[src/tssp_pkg.sv]
// shared types and constants for the three-stack shared slot pool
// no dependencies
`default_nettype none

package tssp_pkg;

   localparam int SLOTS_DEF      = 16;
   localparam int DATA_WIDTH_DEF = 32;
   localparam int NSTACKS        = 3;
   localparam int WORD_WIDTH     = 32;

   typedef enum logic [0:0] {
      OP_PUSH = 1'b0,
      OP_POP  = 1'b1
   } op_type;

   typedef enum logic [1:0] {
      STATUS_OK        = 2'd0,
      STATUS_FULL      = 2'd1,
      STATUS_EMPTY     = 2'd2,
      STATUS_BAD_STACK = 2'd3
   } status_type;

   typedef struct packed {
      op_type                        operation;
      logic [1:0]                    stack_select;
      logic signed [WORD_WIDTH-1:0]  push_value;
   } req_type;

   typedef struct packed {
      status_type                    status;
      logic signed [WORD_WIDTH-1:0]  pop_value;
   } rsp_type;

   // flags from the shared index step unit
   typedef struct packed {
      logic at_end;  // incremented index reached the empty marker
      logic below;   // first operand lies below the second
   } step_flags_type;

endpackage

`default_nettype wire

[src/tssp_ram.sv]
// generic single-write, single-read ram with registered read data
// no dependencies
`default_nettype none

module tssp_ram #(
   parameter int WIDTH = 8,
   parameter int DEPTH = 16
) (
   input  wire logic                     clock,
   input  wire logic                     wr_en,
   input  wire logic [$clog2(DEPTH)-1:0] wr_addr,
   input  wire logic [WIDTH-1:0]         wr_data,
   input  wire logic                     rd_en,
   input  wire logic [$clog2(DEPTH)-1:0] rd_addr,
   output logic      [WIDTH-1:0]         rd_data
);

   logic [WIDTH-1:0] mem_ff [DEPTH];
   logic [WIDTH-1:0] rd_data_ff;

   always_ff @(posedge clock) begin
      if (wr_en) begin
         mem_ff[wr_addr] <= wr_data;
      end
      if (rd_en) begin
         rd_data_ff <= mem_ff[rd_addr];
      end
   end

   assign rd_data = rd_data_ff;

endmodule

`default_nettype wire

[src/tssp_step.sv]
// shared index step unit: increment with end check, and compare
// depends on tssp_pkg
`default_nettype none

module tssp_step #(
   parameter int SLOTS = tssp_pkg::SLOTS_DEF
) (
   input  wire logic [$clog2(SLOTS+1)-1:0] a_idx,
   input  wire logic [$clog2(SLOTS+1)-1:0] b_idx,
   output logic      [$clog2(SLOTS+1)-1:0] inc_idx,
   output tssp_pkg::step_flags_type        flags
);
   import tssp_pkg::*;

   localparam int IW = $clog2(SLOTS+1);
   localparam logic [IW-1:0] EMPTY_MARK = IW'(SLOTS);

   always_comb begin
      inc_idx      = a_idx + IW'(1);
      flags.at_end = (inc_idx == EMPTY_MARK);
      flags.below  = (a_idx < b_idx);
   end

endmodule

`default_nettype wire

[src/three_stacks_shared_pool_core.sv]
// top level of the three-stack shared slot pool: sequencer, stack heads, result register
// depends on tssp_pkg, tssp_ram, tssp_step
//
// usage
//  - req channel (req_valid/req_ready/req_data) carries one word: operation, stack_select,
//    push_value. rsp channel (rsp_valid/rsp_ready/rsp_data) returns one word per request:
//    status and pop_value (zero unless a pop succeeded)
//  - all slots live in one ram word each (used mark, link, data); one read port serves both
//    the free-slot scan and the pop read
//  - order: bad stack number, pool full or empty stack go from idle straight to the done
//    state; a pop reads its slot first; a push fills the lowest free slot, then scans
//    upward for the next free slot unless it filled the last slot
//  - the free-slot scan walks the ram one slot per cycle through the shared step unit
//  - one request at a time; req_ready is high only while the sequencer is idle
//  - a finished result sits in the output register, so the next request is taken while
//    the receiver stalls; if the register is still full when the next result is ready,
//    the sequencer waits
//  - after reset a clearing pass zeroes the ram one slot at a time; req_ready stays low
//    meanwhile
`default_nettype none

module three_stacks_shared_pool_core #(
   parameter int SLOTS      = tssp_pkg::SLOTS_DEF,
   parameter int DATA_WIDTH = tssp_pkg::DATA_WIDTH_DEF
) (
   input  wire logic              clock,
   input  wire logic              reset,
   input  wire logic              req_valid,
   output logic                   req_ready,
   input  wire tssp_pkg::req_type req_data,
   output logic                   rsp_valid,
   input  wire logic              rsp_ready,
   output tssp_pkg::rsp_type      rsp_data
);
   import tssp_pkg::*;

   localparam int AW = $clog2(SLOTS);        // slot address
   localparam int IW = $clog2(SLOTS+1);      // slot index incl. empty marker
   localparam int DW = DATA_WIDTH;
   localparam int RW = 1 + IW + DW;          // ram word: used, link, data
   localparam logic [IW-1:0] EMPTY_MARK = IW'(SLOTS);

   typedef enum logic [2:0] {
      S_CLEAR,
      S_IDLE,
      S_SCAN,
      S_POP,
      S_DONE
   } state_type;

   // sequencer state
   state_type        state_ff,   state_in;
   logic [IW-1:0]    slot_ff,    slot_in;     // clear sweep, scan or pop slot
   logic [IW-1:0]    lfree_ff,   lfree_in;    // lowest free slot
   logic [IW-1:0]    head_ff [NSTACKS];
   logic [IW-1:0]    head_in [NSTACKS];
   logic [1:0]       sel_ff,     sel_in;
   rsp_type          res_ff,     res_in;      // result waiting for the output register
   logic             rsp_valid_ff, rsp_valid_in;
   rsp_type          rsp_data_ff,  rsp_data_in;

   // ram ports
   logic             ram_wr_en;
   logic [AW-1:0]    ram_wr_addr;
   logic [RW-1:0]    ram_wr_data;
   logic             ram_rd_en;
   logic [AW-1:0]    ram_rd_addr;
   logic [RW-1:0]    ram_rd_data;

   // step unit
   logic [IW-1:0]    step_a;
   logic [IW-1:0]    step_b;
   logic [IW-1:0]    step_inc;
   step_flags_type   step_flags;

   // read word fields
   logic             rd_used;
   logic [IW-1:0]    rd_link;
   logic [DW-1:0]    rd_value;

   logic [63:0]      push_ext;
   logic [DW-1:0]    push_store;
   logic [IW-1:0]    sel_head;

   // sign-extend a stored word from its top bit to the result width
   function automatic logic [WORD_WIDTH-1:0] widen_word(input logic [DW-1:0] d);
      logic [63:0]             ext;
      logic [WORD_WIDTH-1:0]   res;
      ext = 64'(d);
      for (int i = 0; i < WORD_WIDTH; i++) begin
         res[i] = (i < DW) ? ext[i] : ext[DW-1];
      end
      return res;
   endfunction

   tssp_ram #(
      .WIDTH (RW),
      .DEPTH (SLOTS)
   ) u_slot_ram (
      .clock   (clock),
      .wr_en   (ram_wr_en),
      .wr_addr (ram_wr_addr),
      .wr_data (ram_wr_data),
      .rd_en   (ram_rd_en),
      .rd_addr (ram_rd_addr),
      .rd_data (ram_rd_data)
   );

   tssp_step #(
      .SLOTS (SLOTS)
   ) u_step (
      .a_idx   (step_a),
      .b_idx   (step_b),
      .inc_idx (step_inc),
      .flags   (step_flags)
   );

   assign rd_used    = ram_rd_data[RW-1];
   assign rd_link    = ram_rd_data[DW +: IW];
   assign rd_value   = ram_rd_data[DW-1:0];
   assign push_ext   = {32'b0, req_data.push_value};
   assign push_store = push_ext[DW-1:0];
   assign sel_head   = (req_data.stack_select < 2'(NSTACKS)) ?
                       head_ff[req_data.stack_select] : EMPTY_MARK;

   assign req_ready  = (state_ff == S_IDLE);
   assign rsp_valid  = rsp_valid_ff;
   assign rsp_data   = rsp_data_ff;

   always_comb begin
      state_in     = state_ff;
      slot_in      = slot_ff;
      lfree_in     = lfree_ff;
      head_in      = head_ff;
      sel_in       = sel_ff;
      res_in       = res_ff;
      rsp_data_in  = rsp_data_ff;
      rsp_valid_in = rsp_valid_ff && !rsp_ready;

      ram_wr_en    = 1'b0;
      ram_wr_addr  = slot_ff[AW-1:0];
      ram_wr_data  = '0;
      ram_rd_en    = 1'b0;
      ram_rd_addr  = step_inc[AW-1:0];
      step_a       = slot_ff;
      step_b       = lfree_ff;

      case (state_ff)
         S_CLEAR: begin
            // zero one slot per cycle
            ram_wr_en = 1'b1;
            slot_in   = step_inc;
            if (step_flags.at_end) begin
               state_in = S_IDLE;
            end
         end

         S_IDLE: begin
            if (req_valid) begin
               sel_in           = req_data.stack_select;
               res_in.status    = STATUS_OK;
               res_in.pop_value = '0;
               state_in         = S_DONE;
               if (req_data.stack_select >= 2'(NSTACKS)) begin
                  res_in.status = STATUS_BAD_STACK;
               end else if (req_data.operation == OP_PUSH) begin
                  if (lfree_ff == EMPTY_MARK) begin
                     res_in.status = STATUS_FULL;
                  end else begin
                     // fill lowest free slot, link to old head, start scan above it unless it is the last slot
                     step_a      = lfree_ff;
                     ram_wr_en   = 1'b1;
                     ram_wr_addr = lfree_ff[AW-1:0];
                     ram_wr_data = {1'b1, sel_head, push_store};
                     head_in[req_data.stack_select] = lfree_ff;
                     if (step_flags.at_end) begin
                        lfree_in = EMPTY_MARK;
                     end else begin
                        ram_rd_en = 1'b1;
                        slot_in   = step_inc;
                        state_in  = S_SCAN;
                     end
                  end
               end else begin
                  if (sel_head == EMPTY_MARK) begin
                     res_in.status = STATUS_EMPTY;
                  end else begin
                     ram_rd_en   = 1'b1;
                     ram_rd_addr = sel_head[AW-1:0];
                     slot_in     = sel_head;
                     state_in    = S_POP;
                  end
               end
            end
         end

         S_SCAN: begin
            // read data belongs to slot_ff
            if (!rd_used) begin
               lfree_in = slot_ff;
               state_in = S_DONE;
            end else if (step_flags.at_end) begin
               lfree_in = EMPTY_MARK;
               state_in = S_DONE;
            end else begin
               ram_rd_en = 1'b1;
               slot_in   = step_inc;
            end
         end

         S_POP: begin
            res_in.status    = STATUS_OK;
            res_in.pop_value = widen_word(rd_value);
            head_in[sel_ff]  = rd_link;
            ram_wr_en        = 1'b1;   // free the slot, word cleared
            if (step_flags.below) begin
               lfree_in = slot_ff;
            end
            state_in = S_DONE;
         end

         S_DONE: begin
            if (!rsp_valid_ff || rsp_ready) begin
               rsp_data_in  = res_ff;
               rsp_valid_in = 1'b1;
               state_in     = S_IDLE;
            end
         end

         default: begin
            state_in = S_IDLE;
         end
      endcase
   end

   always_ff @(posedge clock) begin
      if (reset) begin
         state_ff     <= S_CLEAR;
         slot_ff      <= '0;
         lfree_ff     <= '0;
         for (int i = 0; i < NSTACKS; i++) begin
            head_ff[i] <= EMPTY_MARK;
         end
         rsp_valid_ff <= 1'b0;
      end else begin
         state_ff     <= state_in;
         slot_ff      <= slot_in;
         lfree_ff     <= lfree_in;
         head_ff      <= head_in;
         rsp_valid_ff <= rsp_valid_in;
      end
      sel_ff      <= sel_in;
      res_ff      <= res_in;
      rsp_data_ff <= rsp_data_in;
   end

`ifndef ASSERT_OFF
   // one request at a time: ready drops straight after an accepted word
   assert property (@(posedge clock) disable iff (reset)
      (req_valid && req_ready) |=> !req_ready)
      else $error("request accepted while sequencer busy");

   // a new result is only loaded from the done state
   assert property (@(posedge clock) disable iff (reset)
      (rsp_valid && !$past(rsp_valid)) |-> $past(state_ff == S_DONE))
      else $error("result appeared outside the done state");

   // failed requests carry a zero data word
   assert property (@(posedge clock) disable iff (reset)
      (rsp_valid && rsp_data.status != STATUS_OK) |-> (rsp_data.pop_value == '0))
      else $error("non-zero data on a failed request");

   // indexes never pass the empty marker
   assert property (@(posedge clock) disable iff (reset)
      (lfree_ff <= EMPTY_MARK) && (head_ff[0] <= EMPTY_MARK) &&
      (head_ff[1] <= EMPTY_MARK) && (head_ff[2] <= EMPTY_MARK))
      else $error("slot index beyond the pool");
`endif

endmodule

`default_nettype wire
[config.mk]
export PLATFORM = sky130hd
export DESIGN_NAME = three_stacks_shared_pool_core
export DESIGN_NICKNAME = d
export VERILOG_FILES = /design/src/tssp_pkg.sv /design/src/tssp_ram.sv /design/src/tssp_step.sv /design/src/three_stacks_shared_pool_core.sv
export SDC_FILE = /design/constraint.sdc
export NUM_CORES = 1
export LEC_CHECK = 0
export BUFFER_PORTS_ARGS = -buffer_cell sky130_fd_sc_hd__buf_2
export CORE_MARGIN = 5
export CORE_UTILIZATION = 50
export DETAILED_ROUTE_END_ITERATION = 10
export PLACE_DENSITY = 0.66
export RECOVER_POWER = 100
export SLEW_MARGIN = 20
export SYNTH_ARGS = -nofsm -noshare
export SYNTH_HDL_FRONTEND = slang
export SYNTH_HIERARCHICAL = 1
export SYNTH_SLANG_ARGS = --single-unit
[constraint.sdc]
create_clock -name clock -period 7 [get_ports clock]
set_clock_uncertainty 0.05 [all_clocks]
set_input_delay 0.7 -clock clock [delete_from_list [all_inputs] [get_ports clock]]
set_output_delay 0.7 -clock clock [all_outputs]
set_load 0.02 [all_outputs]
==> results of run 1 <==
==> power by group through the flow <==
stage / Clock (mW) / Combinational [mW] / Sequential [mW]
after global routing: 4.11 / 0.547 / 4.93
after global placement: 0 / 0.517 / 5.02
final: 3.84 / 0.512 / 4.93
after detailed placement: 0 / 0.521 / 5.02
after floorplan: 0 / 0.370 / 5.02
after CTS: 3.92 / 0.524 / 4.92
==> layout make-up <==
type                       instances  area (µm²)
clock buffer                     102        2060
sequential                       745       22100
clock inverter                    30         288
inverter                          20        75.1
tap                              756         946
timing repair buffer             111         576
fill                            4274       24400
multi-input combinational        559        6200
==> synthesized netlist by cell type, types with 10 or more instances <==
cell,instances
dfxtp_1,29
a22oi_1,93
a211oi_1,15
nor2_1,39
edfxtp_1,716
mux4_2,152
mux2i_1,11
buf_6,13
a21oi_1,14
buf_2,23
and2_1,67
nor2b_1,10
inv_1,19
o21ai_0,12
clkbuf_1,33
nand2_1,54
==> layer usage <==
layer  vias to the layer above  GRT usage
met2                       467      0.335
met1                      7444      0.279
met4                         0     0.0533
met5                         -          0
met3                        86     0.0300
li1                       5979          -
==> state kept, by name, indices dropped and copies added (netlist names) <==
name                flops
u_slot_ram/mem_ff     608
u_slot_ram/rd_data     38
res_ff                 34
rsp_data               34
head_ff                15
lfree_ff                5
slot_ff                 5
state_ff                3
sel_ff                  2
rsp_valid               1
==> critical path, delay by kind of cell (launching register included) <==
family	cells	cell delay, ns
AOI/OAI and AO/OA	1	0.40
and+or+nand+nor	5	2.47
DFF	1	0.66
buffers and inverters	2	1.88
==> path summary, 6_finish.rpt <==
check / end / cells after the start / startpoint / slack (ns)
hold reg to reg: rsp_data[24] / 0 / res_ff[24] / 0.37
setup / recovery: u_slot_ram/mem_ff[3][10] / 8 / state_ff[0] / 1.12
hold / removal: rsp_data[24] / 0 / res_ff[24] / 0.37
setup reg to reg: u_slot_ram/mem_ff[3][10] / 8 / state_ff[0] / 1.12
==> cell families (layout without fill, tap and decap cells) <==
logic type / after synthesis / after routing / synth area share
buffers and inverters: 92 / 263 / 0.0165
multiplexers: 165 / 165 / 0.124
adder cells (fa/ha/maj): 6 / 6 / 0.00262
flip-flops: 745 / 745 / 0.770
AND/OR/NAND/NOR: 211 / 211 / 0.0413
AO/OA/AOI/OAI: 172 / 172 / 0.0440
XOR/XNOR: 5 / 5 / 0.00179
==> metrics.md, run 1 <==
| Metric | Value |
|---|---|
| Post-CTS sizing | `0` |
| FMAX | `170 MHz` |
| Yosys top cell area share | `0.750` |
| Sw frac | `0.207` |
| Synth top area cells | `edfxtp_1 (75%), mux4_2 (12%), a22oi_1 (2.4%)` |
| RSZ-0062 raised after global routing | `no` |
| Most frequent cells in the layout | `edfxtp_1 (716), mux4_2 (152), a22oi_1 (93), clkbuf_16 (78), clkbuf_1 (68)` |
| Vias/cell | `6.02` |
| Post-Place Cell Area | `0.0301 mm²` |
| Antenna-violating nets left | `0` |
| H-tree Lvls | `3` |
| CP endpoint kind | `flop` |
| Final worst path period share | `0.841` |
| CTS Sinks | `745` |
| Nets@finish | `1556` |
| Die Ht | `250 µm` |
| Crit path kind | `flop to flop` |
| Fin area | `0.0322 mm²` |
| P&R area growth vs syn | `12.4%` |
| Max-slew violations | `546` |
| CP startpoint kind | `flop` |
| Tot Pwr | `9.27 mW` |
| Pin count of the biggest net entering global routing | `105` |
| Leading cell type in the layout, fill and taps excluded | `edfxtp_1` |
| # Post-CTS Setup Buffers | `0` |
| Post-detail-place hpwl | `32400 µm` |
| Post-route setup TNS | `0 ns` |
| Tot GR Track Use | `0.199` |
| Diode count | `0` |
| Share of post-route cells with drive strength above 1 | `0.221` |
| Die area | `0.0623 mm²` |
| Logic pwr share | `0.055` |
| Hold Slack | `0.367 ns` |
| Final Core Density | `0.569` |
| Status | `complete, but fails checks` |
| Worst path max stage delay | `1.46 ns` |
| Register bit total from synthesis | `745` |
| Wire length on met2 | `31500 µm` |
| First-pass GRT wire length | `93600 µm` |
| Critical Path, Cell by Cell | `nand4bb_1 -> nor2_1 -> nand2_1 -> inv_2 -> o21ai_0 -> or3b_2 -> nor2_4 -> clkbuf_1` |
| Total global routing overflow | `0` |
| Routability Congestion | `0.858` |
| Number of antenna violations at the first check in global routing | `0` |
| Synth warn | `6` |
| Register area share after synthesis | `0.770` |
| # IOs | `75` |
| Slowest CP cell | `clkbuf_1` |
| Hold_buf cts | `0` |
| Final WL | `62300 µm` |
| Via count | `14.0k` |
| Vias in the first global route | `14.4k` |
| Clk_lat worst skew | `0.61 ns` |
| Fin. Hold Viols | `0` |
| Drt initial violations | `1285` |
| Synth Flop Type | `edfxtp_1` |
| DRT met1 WL | `26300 µm` |
| Worst Setup Slack, final | `1.12 ns` |
| Critical-path maximum fanout | `21` |
| Actual slew at the worst max-slew pin | `2.64 ns` |
| Internal power | `7.35 mW` |
| Post-Synthesis Cell Area | `0.0287 mm²` |
| Synthesized Nets | `1441` |
| CP Data Required Time | `7.14 ns` |
| Clock buffer depth | `3` |
| Inserted Clock Buffers | `74` |
| Post-synth cell types | `59` |
| PwrDens | `288 mW/mm²` |
| Final setup vio count | `0` |
| Post-synth EDFFs | `716` |
| Async SR Flop Fraction | `0` |
| Worst slew margin | `-0.760` |
| Failing checks | `capacitance limit, slew limit` |
| Seq pwr share | `0.531` |
| Rows | `87` |
| Topmost layer with routed signal wires | `met4` |
| Die span in x | `250 µm` |
| Leak | `11.1 nW` |
| Hold Crit Class | `flop to flop` |
| Avg Inst Size Synth | `20.5 µm²` |
| Port Buffer Count | `74` |
| Share of total power in the clock network | `0.414` |
| WL per Instance | `26.8 µm` |
| Switching Power | `1.92 mW` |
| CORE AREA | `0.0566 mm²` |
| CTS tree | `yes` |
| Cell count after synthesis | `1396` |
| Dpl cells | `2191` |
| Initial Util | `0.507` |
| Max_cap viols | `20` |
| DRC viols | `0` |
| Dpl ws | `1.81 ns` |
| Post-route minimum period | `5.88 ns` |
| Met3 wire length | `3430 µm` |
| First drt pass iteration count | `5` |
| Worst IR Drop VDD | `0.000205 V` |
| Area leader, netlist | `edfxtp_1` |
| Arrival time worst endpoint | `6.02 ns` |
| Worst-path clk slew | `0.06 ns` |
| Root buf cell | `clkbuf_16` |
| Non-Filler Instances | `2323` |
Note: power is estimated with default switching activity, not from simulation.
==> inputs of run 2 (changes only) <==
ABC_AREA = 1   (was not set)
PLACE_DENSITY = 0.69   (was 0.66)
clock period = 5.1 ns   (was 7 ns; I/O delays follow)
==> run 2 against run 1 <==
  * The flow still finishes with violations (capacitance limit, slew limit)
  * Via count grew 52%
  * First-iteration DRC count grew 63%
  * Critical endpoint is now u_slot_ram/mem_ff[0][16]
  * Critical path depth down 1
  * Synthesized cell count increased by 120%
  * Critical path type unchanged
  * Largest cell class unchanged
==> metrics.md, run 2 <==
| Metric | Value |
|---|---|
| First-pass GRT wire length | `117000 µm (+25%)` |
| WL per Instance | `18.9 µm (-30%)` |
| Area leader, netlist | `edfxtp_1` |
| Post-CTS sizing | `0 (unchanged)` |
| R2R Setup Slk | `0.32 ns (-0.80 ns)` |
| Die Ht | `264 µm (+5.9%)` |
| Worst reg2reg endpoint | `u_slot_ram/mem_ff[0][16]` |
| CP startpoint kind | `flop` |
| Die area | `0.0699 mm² (+12%)` |
| Commonest cells post-synth | `nand2_1 (901), edfxtp_1 (716), inv_1 (581)` |
| # IOs | `75 (unchanged)` |
| Clk_lat worst skew | `0.62 ns (about the same)` |
| Yosys top cell area share | `0.665 (-0.0848)` |
| Drt initial violations | `2100 (+63%)` |
| WP depth | `7 (-1)` |
| Async SR Flop Fraction | `0 (unchanged)` |
| Via count | `21.3k (+52%)` |
| Total global routing overflow | `0 (unchanged)` |
| Fin. Hold Viols | `0 (unchanged)` |
| First drt pass iteration count | `5 (unchanged)` |
| Failing checks | `capacitance limit, slew limit` |
| Post-route setup TNS | `0 ns (unchanged)` |
| Synth warn | `6 (unchanged)` |
| Tot GR Track Use | `0.216 (+0.0166)` |
| CORE AREA | `0.0642 mm² (+13%)` |
| Max reg flops | `608 (unchanged)` |
| Worst-path clk slew | `0.06 ns (about the same)` |
| Critical-path maximum fanout | `43 (+100%)` |
| Worst hold path depth | `4 (+4)` |
| Most frequent cells in the layout | `nand2_1 (901), edfxtp_1 (716), inv_1 (582), nand3_1 (507), nor2_1 (104)` |
| Initial Util | `0.504 (-0.00319)` |
| Antenna-violating nets left | `0 (unchanged)` |
| Post-route minimum period | `4.78 ns (-1.10 ns)` |
| Final worst path period share | `0.938 (+0.0971)` |
| CP endpoint kind | `flop` |
| Max_cap viols | `3 (-85%)` |
| Leak | `15.1 nW (+37%)` |
| Die span in x | `264 µm (+5.9%)` |
| DRC viols | `0 (unchanged)` |
| Hold Crit Class | `input port to flop` |
| Worst path bufs/invs | `2 (unchanged)` |
| CTS Sinks | `745 (unchanged)` |
| Routability Congestion | `0.903 (+5.3%)` |
| P&R area growth vs syn | `10.7%` |
| RSZ-0062 raised after global routing | `no` |
| Synth Flop Type | `edfxtp_1` |
| Final WL | `77100 µm (+24%)` |
| Max-slew violations | `120 (-78%)` |
| Vias/cell | `5.22 (-13%)` |
| Avg Inst Size Synth | `10.4 µm² (-50%)` |
| Vias in the first global route | `19.8k (+37%)` |
| Critical Path, Cell by Cell | `inv_1 -> nor2_1 -> nand2_1 -> nand3_1 -> nand3_1 -> nor2_2 -> buf_12` |
| Arrival time worst endpoint | `5.01 ns (-1.01 ns)` |
| Dpl ws | `0.523 ns (-1.28 ns)` |
| Diode count | `0 (unchanged)` |
| Root buf cell | `clkbuf_16` |
| Worst slew margin | `-0.716 (+0.0448)` |
| Inserted Clock Buffers | `72 (-2.7%)` |
| Biggest register | `u_slot_ram/mem_ff` |
| Number of antenna violations at the first check in global routing | `1 (+1)` |
| CP Data Required Time | `5.32 ns (-1.82 ns)` |
| Worst path max stage delay | `1.28 ns (-0.18 ns)` |
| Worst r2r src | `state_ff[1]` |
| Actual slew at the worst max-slew pin | `2.56 ns (-0.0767 ns)` |
| Worst IR Drop VDD | `0.000814 V (+300%)` |
| Post-Synthesis Cell Area | `0.0323 mm² (+13%)` |
| Share of post-route cells with drive strength above 1 | `0.0682 (-0.153)` |
| Slowest CP cell | `nand2_1` |
| H-tree Lvls | `3 (unchanged)` |
| Register area share after synthesis | `0.683 (-0.0871)` |
| Hold Startpoint | `rsp_ready` |
| Worst r2r path cells | `7 (-1)` |
| Cell count after synthesis | `3120 (+120%)` |
| Tot Pwr | `17.9 mW (+93%)` |
| # Post-CTS Setup Buffers | `0 (unchanged)` |
| Rows | `93 (+6.9%)` |
| Post-detail-place hpwl | `40900 µm (+26%)` |
| Clock buffer depth | `3 (unchanged)` |
| Dpl cells | `3953 (+80%)` |
| Status | `complete, but fails checks` |
| Post-synth EDFFs | `716 (unchanged)` |
| CTS tree | `yes` |
| Nets@finish | `3217 (+110%)` |
| Port Buffer Count | `74 (unchanged)` |
| Synth top area cells | `edfxtp_1 (66%), nand2_1 (10%), nand3_1 (7.8%)` |
| Post-synth cell types | `39 (-34%)` |
| Most Frequent Cell on Critical Path | `nand3_1` |
| PwrDens | `501 mW/mm² (+74%)` |
| Worst Hold Endpoint | `rsp_valid` |
| Critical path's top delay family | `simple AND/OR/NAND/NOR gates` |
| Final setup vio count | `0 (unchanged)` |
| Pin count of the biggest net entering global routing | `219 (+110%)` |
| Most frequent cell after synthesis | `nand2_1` |
| Leading cell type in the layout, fill and taps excluded | `nand2_1` |
| Final Core Density | `0.558 (-0.0118)` |
| Synthesized Nets | `3165 (+120%)` |
| Hold_buf cts | `0 (unchanged)` |
| FMAX | `209 MHz (+23%)` |
| Worst Setup Slack, final | `0.318 ns (-0.798 ns)` |
| Non-Filler Instances | `4080 (+76%)` |
| Register bit total from synthesis | `745 (unchanged)` |
| Crit path kind | `flop to flop` |
## run 2: cell count changes after synthesis, moves of 11 or more
cell	change
nand2_1	+847
inv_1	+562
nand3_1	+503
mux4_2	-152
a22oi_1	-89
nor2_1	+79
and2_1	-67
buf_2	+39
buf_4	+19
a211oi_1	-15
o22ai_1	+15
buf_6	+12
a21oi_1	+11
mux2i_1	-11
## run 2: kinds of logic after synthesis
| family | synth area share |
|---|---|
| adder cells (fa/ha/maj) | 0.00232 |
| AO/OA/AOI/OAI | 0.0144 |
| buffers and inverters | 0.0963 |
| flip-flops | 0.683 |
| AND/OR/NAND/NOR | 0.204 |
## run 2: cell type report
type / instances / area (µm²)
repair buffers: 119 / 851
multi-input cells: 1640 / 7250
well taps: 855 / 1070
inverters: 594 / 2240
clock inverters: 31 / 279
fillers: 5333 / 28400
clock buffers: 96 / 2040
flip-flops and latches: 745 / 22100
## run 2: worst reg2reg max path, stage by stage, from the launching register on
cell,delay [ns]
dfxtp_1,0.35
inv_1,0.09
nor2_1,0.46
nand2_1,1.28
nand3_1,0.63
nand3_1,0.44
nor2_2,0.78
buf_12,0.35
## run 2: per-stage QoR
stage	hold WS (ns)	area [µm²]
after floorplan	0.350	32300
after global placement	0.351	33700
after detailed placement	0.355	33700
after CTS	0.126	36000
after global routing	0.175	35800
final	0.150	35800
## run 2: how the worst max path moves through the flow
stage                 startpoint                  endpoint
floorplan           req_data[32]  u_slot_ram/mem_ff[15][0]
global placement    req_data[32]    u_slot_ram/rd_data[14]
detailed placement  req_data[32]    u_slot_ram/rd_data[14]
CTS                  lfree_ff[0]    u_slot_ram/rd_data[17]
global route         state_ff[1]  u_slot_ram/mem_ff[0][16]
finish               state_ff[1]  u_slot_ram/mem_ff[0][16]
## run 2: layer usage
layer  share of wire  global-route usage
met5         0.00014                   0
met4           0.022              0.0608
met3           0.081              0.0319
met2            0.48               0.358
met1            0.42               0.302
## run 2: report_power, final
part           internal [mW]  switching [mW]
Clock                   3.06            2.20
Sequential              7.48           0.138
Combinational           1.44            3.63
==> inputs of run 3 (changes only) <==
CELL_PAD_IN_SITES_DETAIL_PLACEMENT = 1   (was not set)
CELL_PAD_IN_SITES_GLOBAL_PLACEMENT = 2   (was not set)
CORE_UTILIZATION = 38   (was 50)
PLACE_DENSITY = not set   (was 0.69)
PLACE_DENSITY_LB_ADDON = 0.1   (was not set)
==> run 3 against run 2 <==
  * The run still ends with capacitance limit, slew limit left
  * Combinational power increased by 3.9%
  * Hold slack got worse by 0.036 ns
  * Clock-buffer cell count increased by 12
  * Non-clock buffer count increased by 5
  * Global-route usage decreased by 0.80 points
  * Via count increased by 2.4%
==> metrics.md, run 3 (synthesized netlist as in run 2, its figures left out) <==
| Metric | Value |
|---|---|
| Pin count of the biggest net entering global routing | `153 (-30%)` |
| Die span in x | `302 µm (+14%)` |
| # IOs | `75 (unchanged)` |
| Internal power | `12.4 mW (+3.7%)` |
| Final setup vio count | `0 (unchanged)` |
| Post-detail-place hpwl | `49700 µm (+21%)` |
| Port Buffer Count | `74 (unchanged)` |
| CORE AREA | `0.0849 mm² (+32%)` |
| Post-route setup TNS | `0 ns (unchanged)` |
| Vias/cell | `4.96 (-5.1%)` |
| Actual slew at the worst max-slew pin | `2.16 ns (-0.406 ns)` |
| First drt pass iteration count | `5 (unchanged)` |
| Failing checks | `capacitance limit, slew limit` |
| Worst slew margin | `-0.444 (+0.272)` |
| Worst Hold Endpoint | `rsp_valid` |
| Share of post-route cells with drive strength above 1 | `0.0748 (+0.00663)` |
| Worst reg2reg endpoint | `u_slot_ram/mem_ff[0][8]` |
| Die Ht | `302 µm (+14%)` |
| Crit path kind | `flop to flop` |
| Number of antenna violations at the first check in global routing | `0 (-1)` |
| Arrival time worst endpoint | `4.82 ns (-0.19 ns)` |
| Switching Power | `6.47 mW (+8.5%)` |
| Worst r2r src | `state_ff[0]` |
| Rows | `107 (+15%)` |
| Logic pwr share | `0.279 (-0.004)` |
| Worst path max stage delay | `1.12 ns (-0.16 ns)` |
| CP Data Required Time | `5.30 ns (-0.02 ns)` |
| Inserted Clock Buffers | `85 (+18%)` |
| Antenna-violating nets left | `0 (unchanged)` |
| Max-slew violations | `194 (+62%)` |
| Fin. Hold Viols | `0 (unchanged)` |
| Most frequent cells in the layout | `nand2_1 (904), edfxtp_1 (716), inv_1 (582), nand3_1 (507), nor2_1 (105)` |
| Root buf cell | `clkbuf_16` |
| Total global routing overflow | `0 (unchanged)` |
| P&R area growth vs syn | `12.9%` |
| Nets@finish | `3235 (+0.56%)` |
| Worst-path clk slew | `0.07 ns (about the same)` |
| Die area | `0.0910 mm² (+30%)` |
| H-tree Lvls | `3 (unchanged)` |
| Worst r2r path cells | `12 (+5)` |
| Vias in the first global route | `22.7k (+15%)` |
| Hold_buf cts | `0 (unchanged)` |
| Clock buffer depth | `3 (unchanged)` |
| Initial Util | `0.381 (-0.122)` |
| Via count | `21.8k (+2.4%)` |
| FMAX | `216 MHz (+3.5%)` |
| Hold Startpoint | `rsp_ready` |
| Leading cell type in the layout, fill and taps excluded | `nand2_1` |
| CP endpoint kind | `flop` |
| # Post-CTS Setup Buffers | `0 (unchanged)` |
| Diode count | `0 (unchanged)` |
| Critical-path maximum fanout | `19 (-56%)` |
| Worst IR Drop VDD | `0.000656 V (-19%)` |
| CTS tree | `yes` |
| DRC viols | `0 (unchanged)` |
| Fin area | `0.0365 mm² (+2.0%)` |
| Hold Crit Class | `input port to flop` |
| Critical Path, Cell by Cell | `nand3_1 -> inv_4 -> nand2_1 -> nor2_8 -> nand2_4 -> inv_1 -> buf_4 -> o22ai_1 -> inv_1 -> nand2_1 -> nor2_1 -> clkbuf_2` |
| PwrDens | `517 mW/mm² (+3.3%)` |
| Tot GR Track Use | `0.208 (-0.00800)` |
| Hold Slack | `0.114 ns (-0.0358 ns)` |
| Seq pwr share | `0.404 (-0.020)` |
| Biggest register | `u_slot_ram/mem_ff` |
| Post-route minimum period | `4.62 ns (-0.161 ns)` |
| Worst hold path depth | `4 (unchanged)` |
| R2R Setup Slk | `0.48 ns (+0.16 ns)` |
| Post-Place Cell Area | `0.0340 mm² (+0.83%)` |
| WL per Instance | `21.6 µm (+14%)` |
| RSZ-0062 raised after global routing | `no` |
| Final worst path period share | `0.906 (-0.0316)` |
| Leak | `15.4 nW (+1.4%)` |
| Routability Congestion | `0.842 (-6.8%)` |
| Clk_lat worst skew | `0.63 ns (about the same)` |
| Final WL | `95000 µm (+23%)` |
| First-pass GRT wire length | `143000 µm (+22%)` |
| Share of total power in the clock network | `0.317 (+0.024)` |
| Status | `complete, but fails checks` |
| Max_cap viols | `6 (+3)` |
| Post-CTS sizing | `0 (unchanged)` |
| Slowest CP cell | `nor2_1` |
| Drt initial violations | `1389 (-34%)` |
| Max reg flops | `608 (unchanged)` |
| CP startpoint kind | `flop` |
| Sw frac | `0.343 (+0.0102)` |
| CTS Sinks | `745 (unchanged)` |
==> run 3: area by class of cell <==
cell class / count / area, µm²
fill: 9467 / 48400
sequential: 745 / 22100
multi-input combinational: 1640 / 7240
clock buffer: 108 / 2320
inverter: 594 / 2240
tap: 1144 / 1430
timing repair buffer: 124 / 790
clock inverter: 49 / 408
==> run 3: layer usage <==
metal	track usage	vias up	share of wire
li1	-	10300	-
met2	0.353	400	0.48
met1	0.285	11000	0.46
met5	0	-	0
met4	0.0481	0	0.019
met3	0.0312	131	0.041
==> run 3: power groups by stage <==
| stage | logic, mW | registers (mW) | clock network [mW] |
|---|---|---|---|
| after global placement | 5.36 | 7.73 | 0 |
| final | 5.27 | 7.64 | 5.99 |
| after detailed placement | 5.41 | 7.76 | 0 |
| after floorplan | 3.59 | 7.74 | 0 |
| after global routing | 5.86 | 7.68 | 6.46 |
| after CTS | 5.43 | 7.63 | 6.17 |
==> run 3: worst max path at each step <==
stage,start,to
3_5_place_dp,req_data[32],u_slot_ram/rd_data[11]
3_3_place_gp,req_data[32],u_slot_ram/rd_data[13]
5_1_grt,state_ff[0],u_slot_ram/rd_data[10]
2_1_floorplan,req_data[32],u_slot_ram/mem_ff[15][0]
4_1_cts,lfree_ff[0],u_slot_ram/rd_data[11]
6_report,state_ff[0],u_slot_ram/mem_ff[0][8]
==> run 3: metrics by stage <==
step | power, mW | std cells | util | worst slack [ns]
global placement | 13.1 | 4247 | 0.400 | 0.607
detailed placement | 13.2 | 4247 | 0.400 | 0.571
global route | 20.0 | 4404 | 0.430 | 0.200
finish | 18.9 | 4404 | 0.430 | 0.479
floorplan | 11.3 | 3120 | - | 0.817
CTS | 19.2 | 4404 | 0.433 | 0.694
==> run 3: critical path: cells and delay by family (launching register included) <==
family,cells,cell delay [ns]
flops,1,0.45
compound gates,1,0.27
simple gates,6,2.08
buf+inv,5,1.38
